`src/sv/pip_pkg.sv`:
```
`timescale 1ns / 1ps
// ----------------------------------------------------------------------------
// pip_pkg
// Shared types for the point-in-polygon crossing test.
// ----------------------------------------------------------------------------
package pip_pkg;

    // Per-edge qualifiers, produced next to the products
    typedef struct packed {
        logic valid;   // edge is tested: enabled, not horizontal, query y in span
        logic dy_pos;  // edge runs upward (y2 > y1)
    } t_edge_flags;

endpackage

```
`src/sv/pip_crossing_acc.sv`:
```
`timescale 1ns / 1ps
// ----------------------------------------------------------------------------
// pip_crossing_acc
// Product compare for both edges and the saturating crossing counter.
// ----------------------------------------------------------------------------
module pip_crossing_acc
    import pip_pkg::*;
#(
    parameter int COORD_BITS = 16,
    parameter int COUNT_BITS = 16
) (
    input  logic                                  i_clk,
    input  logic                                  i_rst_n,
    input  logic                                  i_go,
    input  logic                                  i_first,
    input  t_edge_flags                           i_flags_a,
    input  logic signed [2*(COORD_BITS+1)-1:0]    i_lhs_a,
    input  logic signed [2*(COORD_BITS+1)-1:0]    i_rhs_a,
    input  t_edge_flags                           i_flags_b,
    input  logic signed [2*(COORD_BITS+1)-1:0]    i_lhs_b,
    input  logic signed [2*(COORD_BITS+1)-1:0]    i_rhs_b,
    output logic        [COUNT_BITS-1:0]          o_count_next
);

    localparam int P = 2 * (COORD_BITS + 1);

    logic signed [P:0]         diff_a;
    logic signed [P:0]         diff_b;
    logic                      hit_a;
    logic                      hit_b;
    logic [COUNT_BITS-1:0]     base;
    logic [COUNT_BITS:0]       sum;
    logic [COUNT_BITS-1:0]     r_count;
    logic [COUNT_BITS-1:0]     n_count;

    // Exact sign of lhs - rhs
    assign diff_a = {i_lhs_a[P-1], i_lhs_a} - {i_rhs_a[P-1], i_rhs_a};
    assign diff_b = {i_lhs_b[P-1], i_lhs_b} - {i_rhs_b[P-1], i_rhs_b};

    assign hit_a = i_flags_a.valid &&
                   (i_flags_a.dy_pos ? (diff_a > 0) : (diff_a < 0));
    assign hit_b = i_flags_b.valid &&
                   (i_flags_b.dy_pos ? (diff_b > 0) : (diff_b < 0));

    // A first vertex restarts the count; add up to two hits, hold at full scale
    always_comb begin
        base = i_first ? '0 : r_count;
        sum  = {1'b0, base} + (COUNT_BITS+1)'(hit_a) + (COUNT_BITS+1)'(hit_b);
        if (sum[COUNT_BITS]) begin
            n_count = '1;
        end else begin
            n_count = sum[COUNT_BITS-1:0];
        end
    end

    always_ff @(posedge i_clk) begin
        if (!i_rst_n) begin
            r_count <= '0;
        end else if (i_go) begin
            r_count <= n_count;
        end
    end

    assign o_count_next = n_count;

endmodule

```
`config.mk`:
```
export PLATFORM = sky130hd
export DESIGN_NAME = pip_crossing_acc
export DESIGN_NICKNAME = d
export VERILOG_FILES = /design/src/sv/pip_pkg.sv /design/src/sv/pip_crossing_acc.sv
export SDC_FILE = /design/constraint.sdc
export NUM_CORES = 1
export LEC_CHECK = 0
export BUFFER_PORTS_ARGS = -buffer_cell sky130_fd_sc_hd__buf_4
export CAP_MARGIN = 20
export CORE_MARGIN = 4
export CORE_UTILIZATION = 53
export DETAILED_ROUTE_END_ITERATION = 12
export HOLD_SLACK_MARGIN = 0.12
export PLACE_DENSITY_LB_ADDON = 0.2
export SETUP_SLACK_MARGIN = 0.1
export SLEW_MARGIN = 15
export SYNTH_ARGS = -nofsm -noshare
export SYNTH_HDL_FRONTEND = slang
export SYNTH_SLANG_ARGS = --single-unit
```
`constraint.sdc`:
```
create_clock -name i_clk -period 5.7 [get_ports i_clk]
set_input_delay 0 -clock i_clk [delete_from_list [all_inputs] [get_ports i_clk]]
set_output_delay 0 -clock i_clk [all_outputs]
set_load 0.03 [all_outputs]
```
==> results by group <==
Synthesis
  • Cell taking the most area after synthesis: ha_1
  • Top-count cell post-synth: inv_1
  • Synthesized area: 5730 um^2
  • Synthesis warning total: 0
  • Post-Synthesis Net Count: 1049
  • Synth Register Bits: 16
  • Ranking of synthesized cells by area: ha_1 15%, inv_1 5.8%, dfxtp_1 5.6%
  • Post-synth top area share: 0.151
  • Main flop type after synthesis: dfxtp_1
  • Sequential share of the synthesized area: 0.0559
  • Yosys cell types: 77
  • Post-synthesis instance total: 833
  • Most frequent cells after synthesis: 88 x inv_1, 69 x ha_1, 59 x nor2_1, 58 x nand2_1, 57 x a21oi_1
  • Post-Syn Area per Cell: 6.88 um^2
  • Async set or reset register ratio after synthesis: 0
  • EDFF count, synth: 0

Worst setup path
  • Crit-path cells: buf_4, inv_1, ha_1, inv_1, fa_1, a21o_1, a221oi_1, o21ai_0, a21boi_0, o31a_1, o21ai_0, a31oi_1, a21oi_1, xnor2_1, o211ai_1, fa_1, inv_1, ha_1, nand3_1, nor2b_1, nand4_1, buf_4, o21ai_0, buf_4
  • Critical path type: input pin to primary output
  • CP max FO: 20
  • WP data required: ~5.7 ns
  • Crit path arrival time: around 5.0 ns
  • CP Capture Type: primary output
  • CP Launch Type: input pin
  • Slowest stage delay, CP: around 0.46 ns
  • CP max stage cell: a21boi_0

STA
  • Final count of pins violating max slew: 0
  • RSZ-0062 raised after global routing: false
  • Minimum clock period: just under 5 ns
  • Clock skew: 0.00151 ns
  • Final worst-path cycle share: 0.869
  • Worst Tran Pin Value: 0.653 ns
  • Setup violations, final: 0
  • Setup TNS: 0 ns
  • Fmax: just over 200 MHz
  • Rel. slew slack: 0.553
  • Final Hold Fails: 0
  • Worst setup slack after layout: 0.748 ns

Power
  • Flop pwr share: 0.137
  • Part of the power in the clock network: 0.095
  • Pwr Density: 125 nW/um^2
  • Max rail drop VDD: 0.0999 mV
  • Leak: 3.36 nW
  • Int Pwr: 0.000462 W
  • Psw: 0.000412 W
  • Switch share: 0.472
  • Combinational cell fraction of total power: 0.768

Die
  • Die X: 112 um
  • Row count: 37
  • Starting Density: 0.550
  • Chip height: 112 um
  • # IOs: 160
  • Core Region: 10400 um^2
  • Die area: 12500 um^2

Drt
  • DR WL/cell: 15.3 um
  • First-pass detailed-route iteration total: 5
  • DRC: 0
  • 1st-iter DRT viols: 530
  • Vias: 6655
  • WL final: 16700 um
  • Detail Route Antenna Nets: 0
  • Vias per cell: 6.11

CTS
  • CTS buffer count: 3
  • CTS Buffer Depth: 2
  • CTS resizes: 0
  • Clk_lat worst skew: about 0.25 ns
  • CTS tree: done
  • Worst-path clk slew: 0.06 ns
  • H-tree depth: 1
  • Num Clock Sinks: 16
  • Root Buffer: clkbuf_8

Run
  • Max Cap Viol: 0

Final layout
  • Max reg flops: 16
  • Diode count: 0
  • Multi-input logic area: 4890 um^2
  • Layout cell share with drive strength beyond 1: 0.197
  • Fin area: 6970 um^2
  • P&R area growth vs syn: 21.6%
  • Final nets: 1172
  • Top Registers: r_count (16)
  • # fillers: 962
  • Register Area: 320 um^2
  • Register containing the most flip-flops in the final layout: r_count

GRT
  • GRT Util Overall: 0.250
  • First-pass GRT wire length: 27700 um
  • Number of global-route vias before repair: just over 6k
  • Pin count of the biggest net entering global routing: 27
  • Antenna violations before repair: 0
  • GRT Residual Overflow: 0

Placement
  • Placed instance area: 6910 um^2
  • HPWL after DPL: 13800 um
  • GP Congestion: 1.01
  • Dpl ws: 0.751 ns
  • IO buf count: between 150 and 200

Outcome
  • Status: finished, final reports clean

Hold path
  • Hold Crit Class: input pin to flip-flop
## placed cells by master (no fill, tap or decap), types with 18 or more instances in the layout
master,n
nand2_1,58
nor2_1,59
nor3_1,21
nand4_1,23
inv_1,88
xnor2_1,25
nand3_1,27
o21ai_0,40
a21o_1,31
ha_1,69
nor2b_1,19
xor2_1,18
buf_4,160
a21oi_1,57
## timing repair
| item | CTS | global route |
|---|---|---|
| hold endpoints to repair | 15 | 0 |
| endpoints found under the setup margin | 0 | 0 |
| hold buffers | 1 | 0 |
| buffers inserted | 0 | 0 |
## final cells by class
type                       instances  share of cell area
clock buffer                       3             0.00593
inverter                          88              0.0474
multi-input combinational        686               0.702
sequential                        16              0.0460
tap                              136              0.0244
timing repair buffer             161               0.174
## final timing paths
path                                               from                 endpoint  slack [ns]  cells past startpoint
worst max-delay path                         i_lhs_a[0]         o_count_next[11]        0.75                     24
worst min-delay path                               i_go  r_count[4]$_SDFFE_PN0P_        0.17                      3
worst max register to register  r_count[0]$_SDFFE_PN0P_  r_count[4]$_SDFFE_PN0P_        3.25                     11
worst min register to register  r_count[0]$_SDFFE_PN0P_  r_count[0]$_SDFFE_PN0P_        0.49                      1
## power groups by stage
| stage | clock network [W] | logic, W | registers (W) |
|---|---|---|---|
| 6_report | 0.0000833 | 0.000671 | 0.000120 |
| 5_1_grt | 0.0000908 | 0.000738 | 0.000120 |
| 4_1_cts | 0.0000855 | 0.000659 | 0.000120 |
| 3_5_place_dp | 0 | 0.000655 | 0.000122 |
| 3_3_place_gp | 0 | 0.000651 | 0.000122 |
| 2_1_floorplan | 0 | 0.000466 | 0.000121 |
## worst max-delay path, delay by kind of cell
| kind | cells | cell delay (ns) |
|---|---|---|
| simple gates | 3 | 0.68 |
| fa+ha+maj | 4 | 1.15 |
| xor+xnor | 1 | 0.22 |
| compound gates | 10 | 2.15 |
| buf+inv | 6 | 0.75 |
## metal layers
metal	wire length, um	global-route usage	vias to the layer above
met5	0	0	-
met4	308	0.0433	0
met3	1330	0.0283	40
met2	7660	0.406	303
met1	7390	0.362	2994
li1	-	-	3318
## cell families after synthesis
family / share of synthesized area
simple gates: 0.257
fa+ha+maj: 0.161
buf+inv: 0.0900
compound gates: 0.337
flops: 0.0559
mux: 0.0325
xor+xnor: 0.0657
## through the flow
stage	std cells	utilization	total power [W]	hold slack (ns)
floorplan	833	-	0.000588	0.128
global placement	1086	0.664	0.000773	0.357
detailed placement	1086	0.664	0.000777	0.359
CTS	1090	0.669	0.000864	0.167
global route	1090	0.669	0.000949	0.228
finish	1090	0.669	0.000874	0.175
(Power assumes the default switching activity.)
